File: src/rtl/plf_pkg.sv
`default_nettype none

package plf_pkg;

    // Fixed field widths of the stream and configuration ports
    localparam int IDX_W      = 4;   // point_index
    localparam int SEG_W      = 4;   // segment_count register
    localparam int CFG_IDX_W  = 2;
    localparam int CFG_DATA_W = 4;

    // Request kinds (tuser on the input stream)
    localparam logic REQ_EVAL  = 1'b0;
    localparam logic REQ_WRITE = 1'b1;

    // Configuration register indexes
    localparam logic [CFG_IDX_W-1:0] CFG_SEG_COUNT      = 2'd0;
    localparam logic [CFG_IDX_W-1:0] CFG_PASS_THROUGH   = 2'd1;
    localparam logic [CFG_IDX_W-1:0] CFG_OUT_OF_SERVICE = 2'd2;

    // Status of the serial multiply/divide unit
    typedef struct packed {
        logic busy;
        logic done;
    } t_md_stat;

endpackage

`default_nettype wire

File: src/rtl/plf_ram.sv
`default_nettype none

module plf_ram #(
    parameter int WIDTH = 64,
    parameter int DEPTH = 16,
    localparam int AW = (DEPTH > 1) ? $clog2(DEPTH) : 1
) (
    input  wire logic             i_clk,
    input  wire logic             i_we,
    input  wire logic [AW-1:0]    i_waddr,
    input  wire logic [WIDTH-1:0] i_wdata,
    input  wire logic [AW-1:0]    i_raddr,
    output logic      [WIDTH-1:0] o_rdata
);

    logic [WIDTH-1:0] r_mem [DEPTH];
    logic [WIDTH-1:0] r_rdata;

    always_ff @(posedge i_clk) begin
        if (i_we) begin
            r_mem[i_waddr] <= i_wdata;
        end
        r_rdata <= r_mem[i_raddr];
    end

    assign o_rdata = r_rdata;

endmodule

`default_nettype wire

File: src/rtl/plf_muldiv.sv
`default_nettype none

// round(dx * dy / span), ties away from zero; needs dx < span.
// One multiplier bit per cycle, then one quotient bit per cycle, in one
// shared shift register.
module plf_muldiv
    import plf_pkg::*;
#(
    parameter int WIDTH = 32
) (
    input  wire logic             i_clk,
    input  wire logic             i_rst_n,
    input  wire logic             i_start,
    input  wire logic [WIDTH-1:0] i_dx,
    input  wire logic [WIDTH-1:0] i_dy,
    input  wire logic [WIDTH-1:0] i_span,
    output t_md_stat              o_stat,
    output logic      [WIDTH-1:0] o_quot
);

    localparam int CW = $clog2(WIDTH);

    typedef enum logic [4:0] {
        P_IDLE  = 5'b00001,
        P_MUL   = 5'b00010,
        P_DIV   = 5'b00100,
        P_ROUND = 5'b01000,
        P_DONE  = 5'b10000
    } t_phase;

    t_phase             r_phase, n_phase;
    logic [2*WIDTH-1:0] r_prod,  n_prod;
    logic [WIDTH-1:0]   r_mcand, n_mcand;
    logic [WIDTH-1:0]   r_span,  n_span;
    logic [WIDTH-1:0]   r_quot,  n_quot;
    logic [CW-1:0]      r_step,  n_step;

    logic [WIDTH-1:0] hi;
    logic [WIDTH:0]   mul_sum;
    logic [WIDTH:0]   shifted;
    logic [WIDTH+1:0] trial;
    logic             ge;
    logic [WIDTH-1:0] rem_next;
    logic             round_up;
    logic             step_last;

    assign hi        = r_prod[2*WIDTH-1:WIDTH];
    assign mul_sum   = {1'b0, hi} + (r_prod[0] ? {1'b0, r_mcand} : {(WIDTH+1){1'b0}});
    assign shifted   = {hi, r_prod[WIDTH-1]};
    assign trial     = {1'b0, shifted} - {2'b00, r_span};
    assign ge        = ~trial[WIDTH+1];
    assign rem_next  = ge ? trial[WIDTH-1:0] : shifted[WIDTH-1:0];
    assign round_up  = ({hi, 1'b0} >= {1'b0, r_span});
    assign step_last = (r_step == '0);

    always_comb begin
        n_phase = r_phase;
        n_prod  = r_prod;
        n_mcand = r_mcand;
        n_span  = r_span;
        n_quot  = r_quot;
        n_step  = r_step;
        unique case (r_phase)
            P_IDLE: begin
                if (i_start) begin
                    n_prod  = {{WIDTH{1'b0}}, i_dx};
                    n_mcand = i_dy;
                    n_span  = i_span;
                    n_step  = CW'(WIDTH - 1);
                    n_phase = P_MUL;
                end
            end
            P_MUL: begin
                // shift-add: product grows into the upper half
                n_prod = {mul_sum, r_prod[WIDTH-1:1]};
                n_step = r_step - 1'b1;
                if (step_last) begin
                    n_step  = CW'(WIDTH - 1);
                    n_phase = P_DIV;
                end
            end
            P_DIV: begin
                // restoring division: remainder high, quotient bits shift in low
                n_prod = {rem_next, r_prod[WIDTH-2:0], ge};
                n_step = r_step - 1'b1;
                if (step_last) begin
                    n_phase = P_ROUND;
                end
            end
            P_ROUND: begin
                n_quot  = r_prod[WIDTH-1:0] + WIDTH'(round_up);
                n_phase = P_DONE;
            end
            P_DONE: begin
                n_phase = P_IDLE;
            end
            default: begin
                n_phase = P_IDLE;
            end
        endcase
    end

    always_ff @(posedge i_clk) begin
        if (!i_rst_n) begin
            r_phase <= P_IDLE;
        end else begin
            r_phase <= n_phase;
        end
    end

    always_ff @(posedge i_clk) begin
        r_prod  <= n_prod;
        r_mcand <= n_mcand;
        r_span  <= n_span;
        r_quot  <= n_quot;
        r_step  <= n_step;
    end

    assign o_stat.busy = (r_phase != P_IDLE);
    assign o_stat.done = (r_phase == P_DONE);
    assign o_quot      = r_quot;

    a_start_idle: assert property (@(posedge i_clk) disable iff (!i_rst_n)
        i_start |-> (r_phase == P_IDLE))
        else $error("muldiv started while busy");

    a_rem_below_span: assert property (@(posedge i_clk) disable iff (!i_rst_n)
        (r_phase == P_DIV) |-> (hi < r_span))
        else $error("division remainder not below divisor");

    a_done_pulse: assert property (@(posedge i_clk) disable iff (!i_rst_n)
        o_stat.done |=> !o_stat.done)
        else $error("done held longer than one cycle");

endmodule

`default_nettype wire

File: src/rtl/piecewise_linear_function.sv
`default_nettype none

// Piecewise-linear function generator. Write transfers (tuser = 1) load
// breakpoint (x, y) pairs into a small table; evaluate transfers (tuser = 0)
// map a signed fixed-point sample through the curve and return one result
// with a bad flag; writes return nothing. Below the first breakpoint the
// output is y[0], at or above breakpoint segment_count it is y[segment_count],
// otherwise it is interpolated in the first segment [x[n], x[n+1]) holding the
// sample, rounded to nearest with ties away from zero. Out of service returns
// the last output with bad set; pass-through or a zero segment count copies
// the sample. A breakpoint must be written before any evaluation reads it;
// the table has no reset. An evaluate with no table lookup goes through
// S_RESULT to the output register; one that clamps at an end also passes
// S_FIRST and, at the top, S_LAST; an interpolation passes S_FIRST, S_LAST,
// S_SCAN and S_MULDIV, whose serial unit forms the product one bit per cycle
// and then divides one quotient bit per cycle. If no segment holds the
// sample, the last output is returned. One evaluate is in flight at a time;
// the input is ready again as soon as the result moves to the output register.
module piecewise_linear_function
    import plf_pkg::*;
#(
    parameter int NUM_POINTS  = 15,
    parameter int VALUE_WIDTH = 32,
    localparam int IN_TDATA_W  = ((IDX_W + 3 * VALUE_WIDTH + 7) / 8) * 8,
    localparam int OUT_TDATA_W = ((VALUE_WIDTH + 7) / 8) * 8
) (
    input  wire logic                   i_clk,
    input  wire logic                   i_rst_n,
    // configuration write port
    input  wire logic                   i_cfg_we,
    input  wire logic [CFG_IDX_W-1:0]   i_cfg_index,
    input  wire logic [CFG_DATA_W-1:0]  i_cfg_data,
    // input stream
    input  wire logic                   s_axis_tvalid,
    output logic                        s_axis_tready,
    input  wire logic [IN_TDATA_W-1:0]  s_axis_tdata,  // point_index, point_x, point_y, sample
    input  wire logic [0:0]             s_axis_tuser,  // req_type
    // result stream
    output logic                        m_axis_tvalid,
    input  wire logic                   m_axis_tready,
    output logic      [OUT_TDATA_W-1:0] m_axis_tdata,  // value
    output logic      [0:0]             m_axis_tuser   // bad
);

    localparam int VW       = VALUE_WIDTH;
    localparam int AW       = (NUM_POINTS > 1) ? $clog2(NUM_POINTS) : 1;
    localparam int LAST_IDX = NUM_POINTS - 1;
    localparam int X_LSB    = IDX_W;
    localparam int Y_LSB    = IDX_W + VW;
    localparam int S_LSB    = IDX_W + 2 * VW;
    // flipping the sign bit turns two's complement into offset binary
    localparam logic [VW-1:0] SIGN_BIT = {1'b1, {(VW-1){1'b0}}};

    typedef enum logic [5:0] {
        S_IDLE   = 6'b000001,
        S_LAST   = 6'b000010,   // compare with last used breakpoint
        S_FIRST  = 6'b000100,   // compare with breakpoint 0
        S_SCAN   = 6'b001000,   // walk segments upward
        S_MULDIV = 6'b010000,   // serial interpolation
        S_RESULT = 6'b100000    // hand result to output register
    } t_state;

    // configuration
    logic [SEG_W-1:0] r_seg_count, n_seg_count;
    logic             r_pass,      n_pass;
    logic             r_oos,       n_oos;

    // control
    t_state           r_state,     n_state;
    logic             r_out_valid, n_out_valid;
    logic [VW-1:0]    r_last,      n_last;      // last output, two's complement

    // payload
    logic [VW-1:0]    r_bx,        n_bx;        // sample, offset binary
    logic [VW-1:0]    r_px,        n_px;        // previous breakpoint, offset binary
    logic [VW-1:0]    r_py,        n_py;
    logic [VW-1:0]    r_y0,        n_y0;
    logic             r_neg,       n_neg;
    logic [AW-1:0]    r_cnt,       n_cnt;
    logic [VW-1:0]    r_res_value, n_res_value;
    logic             r_res_bad,   n_res_bad;
    logic [VW-1:0]    r_out_value, n_out_value;
    logic             r_out_bad,   n_out_bad;

    // stream fields
    logic             in_xfer;
    logic [IDX_W-1:0] in_idx;
    logic [VW-1:0]    in_x;
    logic [VW-1:0]    in_y;
    logic [VW-1:0]    in_sample;

    // breakpoint table
    logic             ram_we;
    logic [AW-1:0]    ram_waddr;
    logic [AW-1:0]    ram_raddr;
    logic [2*VW-1:0]  ram_rdata;
    logic [VW-1:0]    cur_x;
    logic [VW-1:0]    cur_y;
    logic [VW-1:0]    cur_y_raw;
    logic [AW-1:0]    seg_sat;

    // interpolation unit
    logic             md_start;
    logic [VW-1:0]    md_dx;
    logic [VW-1:0]    md_dy;
    logic [VW-1:0]    md_span;
    t_md_stat         md_stat;
    logic [VW-1:0]    md_quot;
    logic [VW-1:0]    interp_b;

    assign in_xfer   = s_axis_tvalid && s_axis_tready;
    assign in_idx    = s_axis_tdata[IDX_W-1:0];
    assign in_x      = s_axis_tdata[X_LSB +: VW];
    assign in_y      = s_axis_tdata[Y_LSB +: VW];
    assign in_sample = s_axis_tdata[S_LSB +: VW];

    assign ram_we    = in_xfer && (s_axis_tuser[0] == REQ_WRITE)
                       && (int'(in_idx) < NUM_POINTS);
    assign ram_waddr = AW'(in_idx);

    assign cur_x     = ram_rdata[VW-1:0] ^ SIGN_BIT;
    assign cur_y_raw = ram_rdata[2*VW-1:VW];
    assign cur_y     = cur_y_raw ^ SIGN_BIT;

    // segment count clamps to the last table entry
    assign seg_sat = (int'(r_seg_count) > LAST_IDX) ? AW'(LAST_IDX) : AW'(r_seg_count);

    // interpolation operands, all offset binary so differences are magnitudes
    assign md_dx    = r_bx - r_px;
    assign md_span  = cur_x - r_px;
    assign md_dy    = (cur_y >= r_py) ? (cur_y - r_py) : (r_py - cur_y);
    assign interp_b = r_neg ? (r_y0 - md_quot) : (r_y0 + md_quot);

    plf_ram #(
        .WIDTH (2 * VW),
        .DEPTH (NUM_POINTS)
    ) u_table (
        .i_clk   (i_clk),
        .i_we    (ram_we),
        .i_waddr (ram_waddr),
        .i_wdata ({in_y, in_x}),
        .i_raddr (ram_raddr),
        .o_rdata (ram_rdata)
    );

    plf_muldiv #(
        .WIDTH (VW)
    ) u_muldiv (
        .i_clk   (i_clk),
        .i_rst_n (i_rst_n),
        .i_start (md_start),
        .i_dx    (md_dx),
        .i_dy    (md_dy),
        .i_span  (md_span),
        .o_stat  (md_stat),
        .o_quot  (md_quot)
    );

    // configuration writes
    always_comb begin
        n_seg_count = r_seg_count;
        n_pass      = r_pass;
        n_oos       = r_oos;
        if (i_cfg_we) begin
            unique case (i_cfg_index)
                CFG_SEG_COUNT:      n_seg_count = i_cfg_data[SEG_W-1:0];
                CFG_PASS_THROUGH:   n_pass      = i_cfg_data[0];
                CFG_OUT_OF_SERVICE: n_oos       = i_cfg_data[0];
                default: ;
            endcase
        end
    end

    // sequencer: breakpoint 0 is checked before the last used one, so a
    // sample below x[0] yields y[0] even when the table is not ascending
    always_comb begin
        n_state     = r_state;
        n_last      = r_last;
        n_bx        = r_bx;
        n_px        = r_px;
        n_py        = r_py;
        n_y0        = r_y0;
        n_neg       = r_neg;
        n_cnt       = r_cnt;
        n_res_value = r_res_value;
        n_res_bad   = r_res_bad;
        ram_raddr   = '0;
        md_start    = 1'b0;

        unique case (r_state)
            S_IDLE: begin
                if (in_xfer && (s_axis_tuser[0] == REQ_EVAL)) begin
                    n_res_bad = 1'b0;
                    if (r_oos) begin
                        n_res_value = r_last;
                        n_res_bad   = 1'b1;
                        n_state     = S_RESULT;
                    end else if (r_pass || (seg_sat == '0)) begin
                        n_res_value = in_sample;
                        n_last      = in_sample;
                        n_state     = S_RESULT;
                    end else begin
                        n_bx      = in_sample ^ SIGN_BIT;
                        ram_raddr = '0;
                        n_state   = S_FIRST;
                    end
                end
            end
            S_FIRST: begin
                if (r_bx < cur_x) begin
                    n_res_value = cur_y_raw;
                    n_last      = cur_y_raw;
                    n_state     = S_RESULT;
                end else begin
                    n_px      = cur_x;
                    n_py      = cur_y;
                    ram_raddr = seg_sat;
                    n_state   = S_LAST;
                end
            end
            S_LAST: begin
                if (r_bx >= cur_x) begin
                    n_res_value = cur_y_raw;
                    n_last      = cur_y_raw;
                    n_state     = S_RESULT;
                end else begin
                    n_cnt     = AW'(1);
                    ram_raddr = AW'(1);
                    n_state   = S_SCAN;
                end
            end
            S_SCAN: begin
                if ((r_bx >= r_px) && (r_bx < cur_x)) begin
                    md_start = 1'b1;
                    n_neg    = (cur_y < r_py);
                    n_y0     = r_py;
                    n_state  = S_MULDIV;
                end else if (r_cnt == seg_sat) begin
                    // x values not ascending: no segment holds the sample
                    n_res_value = r_last;
                    n_state     = S_RESULT;
                end else begin
                    n_px      = cur_x;
                    n_py      = cur_y;
                    n_cnt     = r_cnt + 1'b1;
                    ram_raddr = r_cnt + 1'b1;
                end
            end
            S_MULDIV: begin
                if (md_stat.done) begin
                    n_res_value = interp_b ^ SIGN_BIT;
                    n_last      = interp_b ^ SIGN_BIT;
                    n_state     = S_RESULT;
                end
            end
            S_RESULT: begin
                if (!r_out_valid || m_axis_tready) begin
                    n_state = S_IDLE;
                end
            end
            default: begin
                n_state = S_IDLE;
            end
        endcase
    end

    // output register
    always_comb begin
        n_out_valid = r_out_valid;
        n_out_value = r_out_value;
        n_out_bad   = r_out_bad;
        priority if ((r_state == S_RESULT) && (!r_out_valid || m_axis_tready)) begin
            n_out_valid = 1'b1;
            n_out_value = r_res_value;
            n_out_bad   = r_res_bad;
        end else if (m_axis_tready) begin
            n_out_valid = 1'b0;
        end
    end

    always_ff @(posedge i_clk) begin
        if (!i_rst_n) begin
            r_state     <= S_IDLE;
            r_out_valid <= 1'b0;
            r_last      <= '0;
            r_seg_count <= '0;
            r_pass      <= 1'b0;
            r_oos       <= 1'b0;
        end else begin
            r_state     <= n_state;
            r_out_valid <= n_out_valid;
            r_last      <= n_last;
            r_seg_count <= n_seg_count;
            r_pass      <= n_pass;
            r_oos       <= n_oos;
        end
    end

    always_ff @(posedge i_clk) begin
        r_bx        <= n_bx;
        r_px        <= n_px;
        r_py        <= n_py;
        r_y0        <= n_y0;
        r_neg       <= n_neg;
        r_cnt       <= n_cnt;
        r_res_value <= n_res_value;
        r_res_bad   <= n_res_bad;
        r_out_value <= n_out_value;
        r_out_bad   <= n_out_bad;
    end

    assign s_axis_tready   = (r_state == S_IDLE);
    assign m_axis_tvalid   = r_out_valid;
    assign m_axis_tdata    = OUT_TDATA_W'(r_out_value);
    assign m_axis_tuser[0] = r_out_bad;

    a_muldiv_running: assert property (@(posedge i_clk) disable iff (!i_rst_n)
        (r_state == S_MULDIV) |-> md_stat.busy)
        else $error("waiting on idle interpolation unit");

    a_scan_range: assert property (@(posedge i_clk) disable iff (!i_rst_n)
        (r_state == S_SCAN) |-> ((r_cnt != '0) && (r_cnt <= seg_sat)))
        else $error("segment scan index out of range");

    a_result_loaded: assert property (@(posedge i_clk) disable iff (!i_rst_n)
        ((r_state == S_RESULT) && (!r_out_valid || m_axis_tready)) |=> r_out_valid)
        else $error("result not moved to output register");

    a_bad_only_oos: assert property (@(posedge i_clk) disable iff (!i_rst_n)
        (r_out_valid && r_out_bad) |-> r_oos)
        else $error("bad result while in service");

endmodule

`default_nettype wire
File: config.mk
export PLATFORM = sky130hd
export DESIGN_NAME = piecewise_linear_function
export DESIGN_NICKNAME = d
export VERILOG_FILES = /design/src/rtl/plf_pkg.sv /design/src/rtl/plf_ram.sv /design/src/rtl/plf_muldiv.sv /design/src/rtl/piecewise_linear_function.sv
export SDC_FILE = /design/constraint.sdc
export NUM_CORES = 2
export LEC_CHECK = 0
export BUFFER_PORTS_ARGS = -buffer_cell sky130_fd_sc_hd__buf_2
export CORE_MARGIN = 5
export CORE_UTILIZATION = 53
export DETAILED_ROUTE_END_ITERATION = 8
export HOLD_SLACK_MARGIN = 0.1
export PLACE_DENSITY = 0.75
export SETUP_SLACK_MARGIN = 0.1
export SYNTH_ARGS = -nofsm -noshare
export SYNTH_HDL_FRONTEND = slang
export SYNTH_SLANG_ARGS = --single-unit
File: constraint.sdc
create_clock -name i_clk -period 8.7 [get_ports i_clk]
set_input_delay 1.74 -clock i_clk [delete_from_list [all_inputs] [get_ports i_clk]]
set_output_delay 1.74 -clock i_clk [all_outputs]
set_load 0.01 [all_outputs]
# Yosys cells after proc, flatten, opt, wreduce, memory -nomap -nowiden
# Memory sizes are Yosys's and may differ from the RTL's. A register that Yosys moved wholly into a read port is not among the register bits.
# Index checks and enable logic that the tools add are counted.
dict set report word_totals {
  out_inout_bits 35
  regBits 414
  n_memories 1
  ramBits 960
  inputBits 116
  elab_cells 173
}
# name depth width rd rd_ports_with_merged_regs wr line
set mem_list {}
lappend mem_list {u_table.r_mem 15 64 1 1 1 plf_ram.sv:16} ;# logic [WIDTH-1:0] r_mem [DEPTH];
dict set report classes {
  magnitude_cmp 8
  n_addsub 11
  n_eq_ne 31
  muxes 60
  bitwise 8
  n_reduce_logical 32
}
# op n
set ops {}
lappend ops {{32-bit 2-to-1 mux} 20}
lappend ops {{64-bit one-hot mux with 3 select lines} 1}
lappend ops {{32-bit one-hot mux with 5 select lines} 1}
lappend ops {{32-bit subtractor} 5}
lappend ops {{32-bit one-hot mux with 2 select lines} 2}
lappend ops {{32-bit one-hot mux with 4 select lines} 1}
lappend ops {{32-bit greater-or-equal comparator} 3}
lappend ops {{32-bit < comparator} 2}
lappend ops {{64-bit 2-to-1 mux} 1}
lappend ops {{6-bit 2-to-1 mux} 9}
lappend ops {{6-bit one-hot mux with 6 select lines} 1}
lappend ops {{33-bit by 32-bit subtractor with 34-bit output} 1}
lappend ops {{32-bit by 33-bit adder with 33-bit output} 1}
lappend ops {{33-bit by 32-bit greater-or-equal comparator with 1-bit output} 1}
lappend ops {{32-bit by 1-bit adder with 32-bit output} 1}
lappend ops {{32-bit adder} 1}
lappend ops {{4-bit 2-to-1 mux} 7}
lappend ops {{5-bit 2-to-1 mux} 5}
lappend ops {{2-bit != test (second input constant)} 10}
lappend ops {{5-bit one-hot mux with 4 select lines} 1}
lappend ops {{4-bit AND reduction} 4}
lappend ops {{5-bit one-hot mux with 3 select lines} 1}
lappend ops {{2-bit AND reduction} 7}
lappend ops {{4-bit one-hot mux with 3 select lines} 1}
lappend ops {{other kinds (37)} 63}

# Depth between registers and ports, before layout
dict set report depth {
  depth_word 8
  ltp_mapped 20
  ltp_nobuf 19
}

# By module
# Synthesis repeated with hierarchy kept, for this count alone.
dict set report unflattened {
  cells_unflattened 4931
  area_unflattened_um2 67592.3
}
# mod instances cells_per_inst seq_area_each_um2 area_each_um2
set modules_own_cells {}
lappend modules_own_cells {plf_ram 1 1756 30108.9 37639.8}
lappend modules_own_cells {piecewise_linear_function 1 2067 6876.6 18795.5}
lappend modules_own_cells {plf_muldiv 1 1108 5054.8 11157.0}

# Least setup slack after synthesis
# Ideal clock, no wire load.
dict set report synth_timing {
  kind {register to register}
  from {reg r_bx[6]}
  to {reg u_muldiv.r_prod[0], enable pin}
  n_path_buf 3
  setup_ps 591
  t_arrival_ps 7797
  required_ps 8109
  slack_ps 312
  stages_incl_launch_ff 13
  period_less_slack_ps 8388
  path_cell_list {edfxtp_1 ha_1 a21o_1 a21o_1 a221o_1 a2111oi_4 o21ai_4 o21ba_1 buf_4 clkbuf_1 clkbuf_1 nand2_1 o21ai_0}
}
dict set report synth_via {
  elab_chain_len 6
  elab_cells_between_ends 7
  classes_between {2 x order compare; 1 x eq/ne; 2 x mux; 2 x reduce/logical}
}
# element line
set synth_rtl {}
lappend synth_rtl {{start, declared} piecewise_linear_function.sv:74} ;# logic [VW-1:0] r_bx, n_bx;
lappend synth_rtl {{start signal, assigned} piecewise_linear_function.sv:300} ;# r_bx <= n_bx;
lappend synth_rtl {{32-bit greater-or-equal comparator or 32-bit < comparator (tied branches)} piecewise_linear_function.sv:233} ;# if ((r_bx >= r_px) && (r_bx < cur_x)) begin
lappend synth_rtl {{1-bit logical AND *} piecewise_linear_function.sv:233}
lappend synth_rtl {{1-bit 2-to-1 mux *} piecewise_linear_function.sv:233}
lappend synth_rtl {{1-bit 2-to-1 mux *} piecewise_linear_function.sv:190} ;# unique case (r_state)
lappend synth_rtl {{2-bit != test (no line) *} -}
lappend synth_rtl {{2-bit AND reduction (no line) *} -}
lappend synth_rtl {{end signal, assigned} plf_muldiv.sv:112} ;# r_prod <= n_prod;
lappend synth_rtl {{end, declared} plf_muldiv.sv:32} ;# logic [2*WIDTH-1:0] r_prod, n_prod;
# Mark *: on every way between the ends. The rest lies on a longest branch, timed or not.
# A chain may end at the register's enable or synchronous reset.

# Worst setup path in the final report
dict set report layout_timing {
  from {reg r_bx[29]}
  to {reg u_table.r_rdata[29], in the netlist u_table.o_rdata[29], read port of u_table.r_mem}
}
dict set report layout_via {
  elab_chain_len 4
  elab_cells_between_ends 8
  classes_between {3 x order compare; 4 x mux; 1 x reduce/logical}
}
# element line
set layout_rtl {}
lappend layout_rtl {{32-bit greater-or-equal comparator or 32-bit < comparator (tied branches)} {piecewise_linear_function.sv:233, piecewise_linear_function.sv:210}}
lappend layout_rtl {{1-bit logical AND} piecewise_linear_function.sv:233}
lappend layout_rtl {{4-bit 2-to-1 mux} piecewise_linear_function.sv:233}
lappend layout_rtl {{4-bit one-hot mux with 3 select lines *} piecewise_linear_function.sv:190}
lappend layout_rtl {{end, declared} plf_ram.sv:17} ;# logic [WIDTH-1:0] r_rdata;
# Marks and branches as above.

==> metrics.md <==
| Metric | Value |
|---|---|
| Status | `finished, final reports clean` |
| CP required | `9.12 ns` |
| Seq cells post-synth | `1438` |
| Max-cap violations | `0` |
| Post-CTS Setup Inserts | `0` |
| Internal Pwr Total | `around 12 mW` |
| CP Launch Type | `flop` |
| Min-delay worst type | `reg2reg` |
| Worst setup EP type | `flop` |
| Fmax | `approximately 170 MHz` |
| Worst path slowest cell | `buf_4` |
| Layout cells sized above 1 | `11.18%` |
| Top FF cell, synth | `edfxtp_1` |
| Hold buffer count at cts | `0` |
| Post-synth EDFFs | `between 1000 and 1500` |
| Routed via count | `45087` |
| Distinct cells, synth | `86` |
| Cts bufs inserted | `~150` |
| Pleak | `27.39 nW` |
| Clock transition at the registers of the reported paths | `around 0.06 ns` |
| Initial core utilization | `53.12%` |
| Sw power | `roughly 3.2 mW` |
| Reg power frac | `51.8%` |
| # rows | `131` |
| All-Layer GR Usage | `approximately a quarter` |
| DRC viols | `0` |
| # fillers | `roughly 9500` |
| Clock Tree Root | `clkbuf_16` |
| Clock Power Share | `43.4%` |
| Final hold violations | `0` |
| Clk_skew | `roughly 0.054 ns` |
| Routed length per instance | `between 20 and 30 um` |
| Relative slew slack | `15.51%` |
| Cells along the critical path | `ha_1 > nand4_1 > nor3_1 > nand4_1 > o311a_1 > mux2i_4 > buf_4 > o31a_2 > buf_4 > mux4_2 > nand2_1 > nand4_1` |
| Pin count of the biggest net entering global routing | `approximately 150` |
| Max-slew violation count | `0` |
| Die area | `between 0.1 and 0.15 sq mm` |
| Pwr per Cell Area | `approximately 200 mW/mm^2` |
| Final setup violation count | `0` |
| Nets | `between 5000 and 6000` |
| Crit Path Class | `reg2reg` |
| DRT iter0 DRCs | `5099` |
| Overall Power | `15.24 mW` |
| Post-Route WL | `184300 um` |
| DIE HEIGHT | `366.8 um` |
| Max VDD drop | `slightly below 0.2 mV` |
| Placer Congestion | `between 0.9 and 1` |
| Clk_lat worst skew | `just under 0.8 ns` |
| IO Count | `151` |
| Final worst-path cycle share | `~67%` |
| First-pass GRT wire length | `271300 um` |
| Synthesized area | `0.06748 sq mm` |
| Area growth syn-to-layout | `11.43%` |
| CTS tree | `yes` |
| Instance count of the mapped netlist | `5117` |
| Number of global-route vias before repair | `approximately 44000` |
| Switching share of power | `about a fifth` |
| Core area | `roughly 0.13 sq mm` |
| Post-detail-place hpwl | `around 120000 um` |
| Seq/Total Area, Yosys | `62.30%` |
| Setup tns final | `0 ns` |
| Crit-path leading delay family | `simple AND/OR/NAND/NOR gates` |
| Worst Path Max Fanout | `between 40 and 50` |
| Post-layout minimum cycle time | `~5.8 ns` |
| Cts repair resizes | `0` |
| Combinational fraction of design power | `around 4.8%` |
| Post-Syn Nets | `about 5500` |
| Mean Syn Cell Area | `approximately 13 sq um` |
| Post-route ant nets | `0` |
| Setup crit start | `r_bx[29]$_DFFE_PP_` |
| Vias per cell | `around 6.4` |
| Max incr delay on CP | `between 0.6 and 0.7 ns` |
| H-tree Lvls | `4` |
| Router iterations before antenna repair | `6` |
| Initial antenna violation count | `27` |
| Die Span X | `about 370 um` |
| CTS Buffer Depth | `3` |
| Reg-to-Reg Start | `r_bx[29]$_DFFE_PP_` |
| Worst Max-Slew Pin Slew | `roughly 1.3 ns` |
| Sink Count | `about 1400` |
| Global route overflow | `0` |
| Most common cell on crit path | `nand4_1` |
| Port bufs | `146` |
| Ys async rst share | `0%` |
| WP data arrival | `slightly above 6 ns` |
| Buf/Inv on CP | `2` |
| RSZ-0062 raised after global routing | `false` |
| Hold Startpoint | `r_res_value[23]$_DFFE_PP_` |
| Synth warn | `0` |
| Worst reg2reg setup slack | `~2.9 ns` |
-- layout make-up --
class | count | area [sq um] | area share, %
Sequential cell | 1438 | 42040 | 55.91
Multi-Input combinational cell | 3124 | 23430 | 31.16
Clock buffer | 191 | 4051 | 5.388
Tap cell | 1662 | 2079 | 2.765
Timing Repair Buffer | 222 | 1364 | 1.814
Inverter | 303 | 1137 | 1.513
Clock inverter | 79 | 1047 | 1.393
Antenna cell | 17 | 42.54 | 0.05657
-- power groups by stage --
stage / combinational, mW / clock [mW] / sequential [mW]
final: 0.731 / 6.62 / 7.90
after global placement: 0.690 / 0 / 8.03
after detailed placement: 0.714 / 0 / 8.04
after CTS: 0.719 / 6.68 / 7.89
after floorplan: 0.414 / 0 / 8.01
after global routing: 0.784 / 6.98 / 7.90
-- worst reg2reg max path: stages, from the launching register on --
cell,delay [ns]
edfxtp_1,0.46
ha_1,0.35
nand4_1,0.15
nor3_1,0.41
nand4_1,0.35
o311a_1,0.49
mux2i_4,0.14
buf_4,0.66
o31a_2,0.66
buf_4,0.62
mux4_2,0.61
nand2_1,0.08
nand4_1,0.47
-- path summary, 6_finish.rpt --
| kind | to | cells past startpoint |
|---|---|---|
| min reg2reg | m_axis_tdata[23]$_DFFE_PP_ | 0 |
| max | u_table.o_rdata[29]$_DFF_P_ | 12 |
| max reg2reg | u_table.o_rdata[29]$_DFF_P_ | 12 |
| min | m_axis_tdata[23]$_DFFE_PP_ | 0 |
-- synth_stat cells, types with 51 or more instances --
master	n	area, sq um
xnor2_1	151	1323
ha_1	258	3228
mux2i_1	137	1371
xor2_1	71	621.9
dfxtp_1	114	2282
nand2_1	349	1310
a221o_1	63	630.6
inv_1	303	1137
nand3_1	71	355.3
a221oi_1	60	525.5
a22oi_1	59	442.9
o21bai_1	52	390.4
nand2b_1	63	394.1
mux4_2	63	1419
a211oi_1	54	405.4
nor3_1	55	275.3
o21ai_0	201	1006
clkbuf_1	173	649.4
nand4_1	52	325.3
a21oi_1	335	1677
o211ai_1	70	525.5
a21o_1	91	683.2
edfxtp_1	1324	39760
and2_1	51	319.1
nor2_1	213	799.5
-- metal layers --
metal | global-route usage [%] | part of all wire [%] | routed length (um) | up-vias
met4 | 12.67 | 5.3 | 9745 | 16
met3 | 6.158 | 9.9 | 18330 | 477
li1 | - | - | - | 20062
met1 | 35.20 | 39 | 71400 | 22269
met5 | 0 | 0.060 | 110 | -
met2 | 42.09 | 46 | 84680 | 2263
-- through the flow --
step	std cells	instance area (sq um)	util [%]	worst slack, ns	hold WS [ns]
after global placement	6749	70050	55.15	3.077	0.4019
final	7036	75190	59.20	2.894	0.4155
after detailed placement	6749	70050	55.15	3.022	0.4052
after floorplan	5117	67480	-	0.3118	0.4003
after CTS	7019	75150	59.16	3.007	0.4177
after global routing	7021	75160	59.17	2.640	0.4230
-- logic make-up (layout without fill, tap and decap cells) --
| logic type | Yosys count | in the layout | synth area share (%) |
|---|---|---|---|
| flops | 1438 | 1438 | 62.30 |
| compound gates | 1402 | 1402 | 14.63 |
| simple gates | 1009 | 1009 | 7.207 |
| buf+inv | 555 | 795 | 3.415 |
| fa+ha+maj | 265 | 265 | 4.992 |
| mux | 226 | 226 | 4.569 |
| xor+xnor | 222 | 222 | 2.881 |
| other cells | 0 | 17 | 0 |
-- state kept, by name (all words and copies together) (netlist names), 4 cells and up --
register / flops
m_axis_tdata: 32
r_bx: 32
r_cnt: 4
r_last: 32
r_px: 32
r_py: 32
r_res_value: 32
r_seg_count: 4
r_state: 6
r_y0: 32
u_muldiv.o_quot: 32
u_muldiv.r_mcand: 32
u_muldiv.r_phase: 5
u_muldiv.r_prod: 64
u_muldiv.r_span: 32
u_muldiv.r_step: 5
u_table.o_rdata: 64
u_table.r_mem: 960
-- placed cells by master, fill, tap and decap left out, types with 26 or more instances in the layout --
cell and instances:
a211o_1 35, a211oi_1 54, a21o_1 91, a21oi_1 333, a221o_1 63, a221oi_1 60, a22o_1 27, a22oi_1 59
a31oi_1 29, a32oi_1 26, and2_1 50, buf_2 146, buf_4 71, clkbuf_1 30, clkbuf_16 153, dfxtp_1 114
edfxtp_1 1324, ha_1 258, inv_1 303, mux2_2 26, mux2i_1 136, mux4_2 63, nand2_1 348, nand2b_1 63
nand3_1 71, nand4_1 52, nor2_1 200, nor2b_1 33, nor3_1 50, o211ai_1 70, o21a_1 27, o21ai_0 200
o21bai_1 52, o311ai_0 41, xnor2_1 151, xor2_1 71
(Power assumes the default switching activity.)
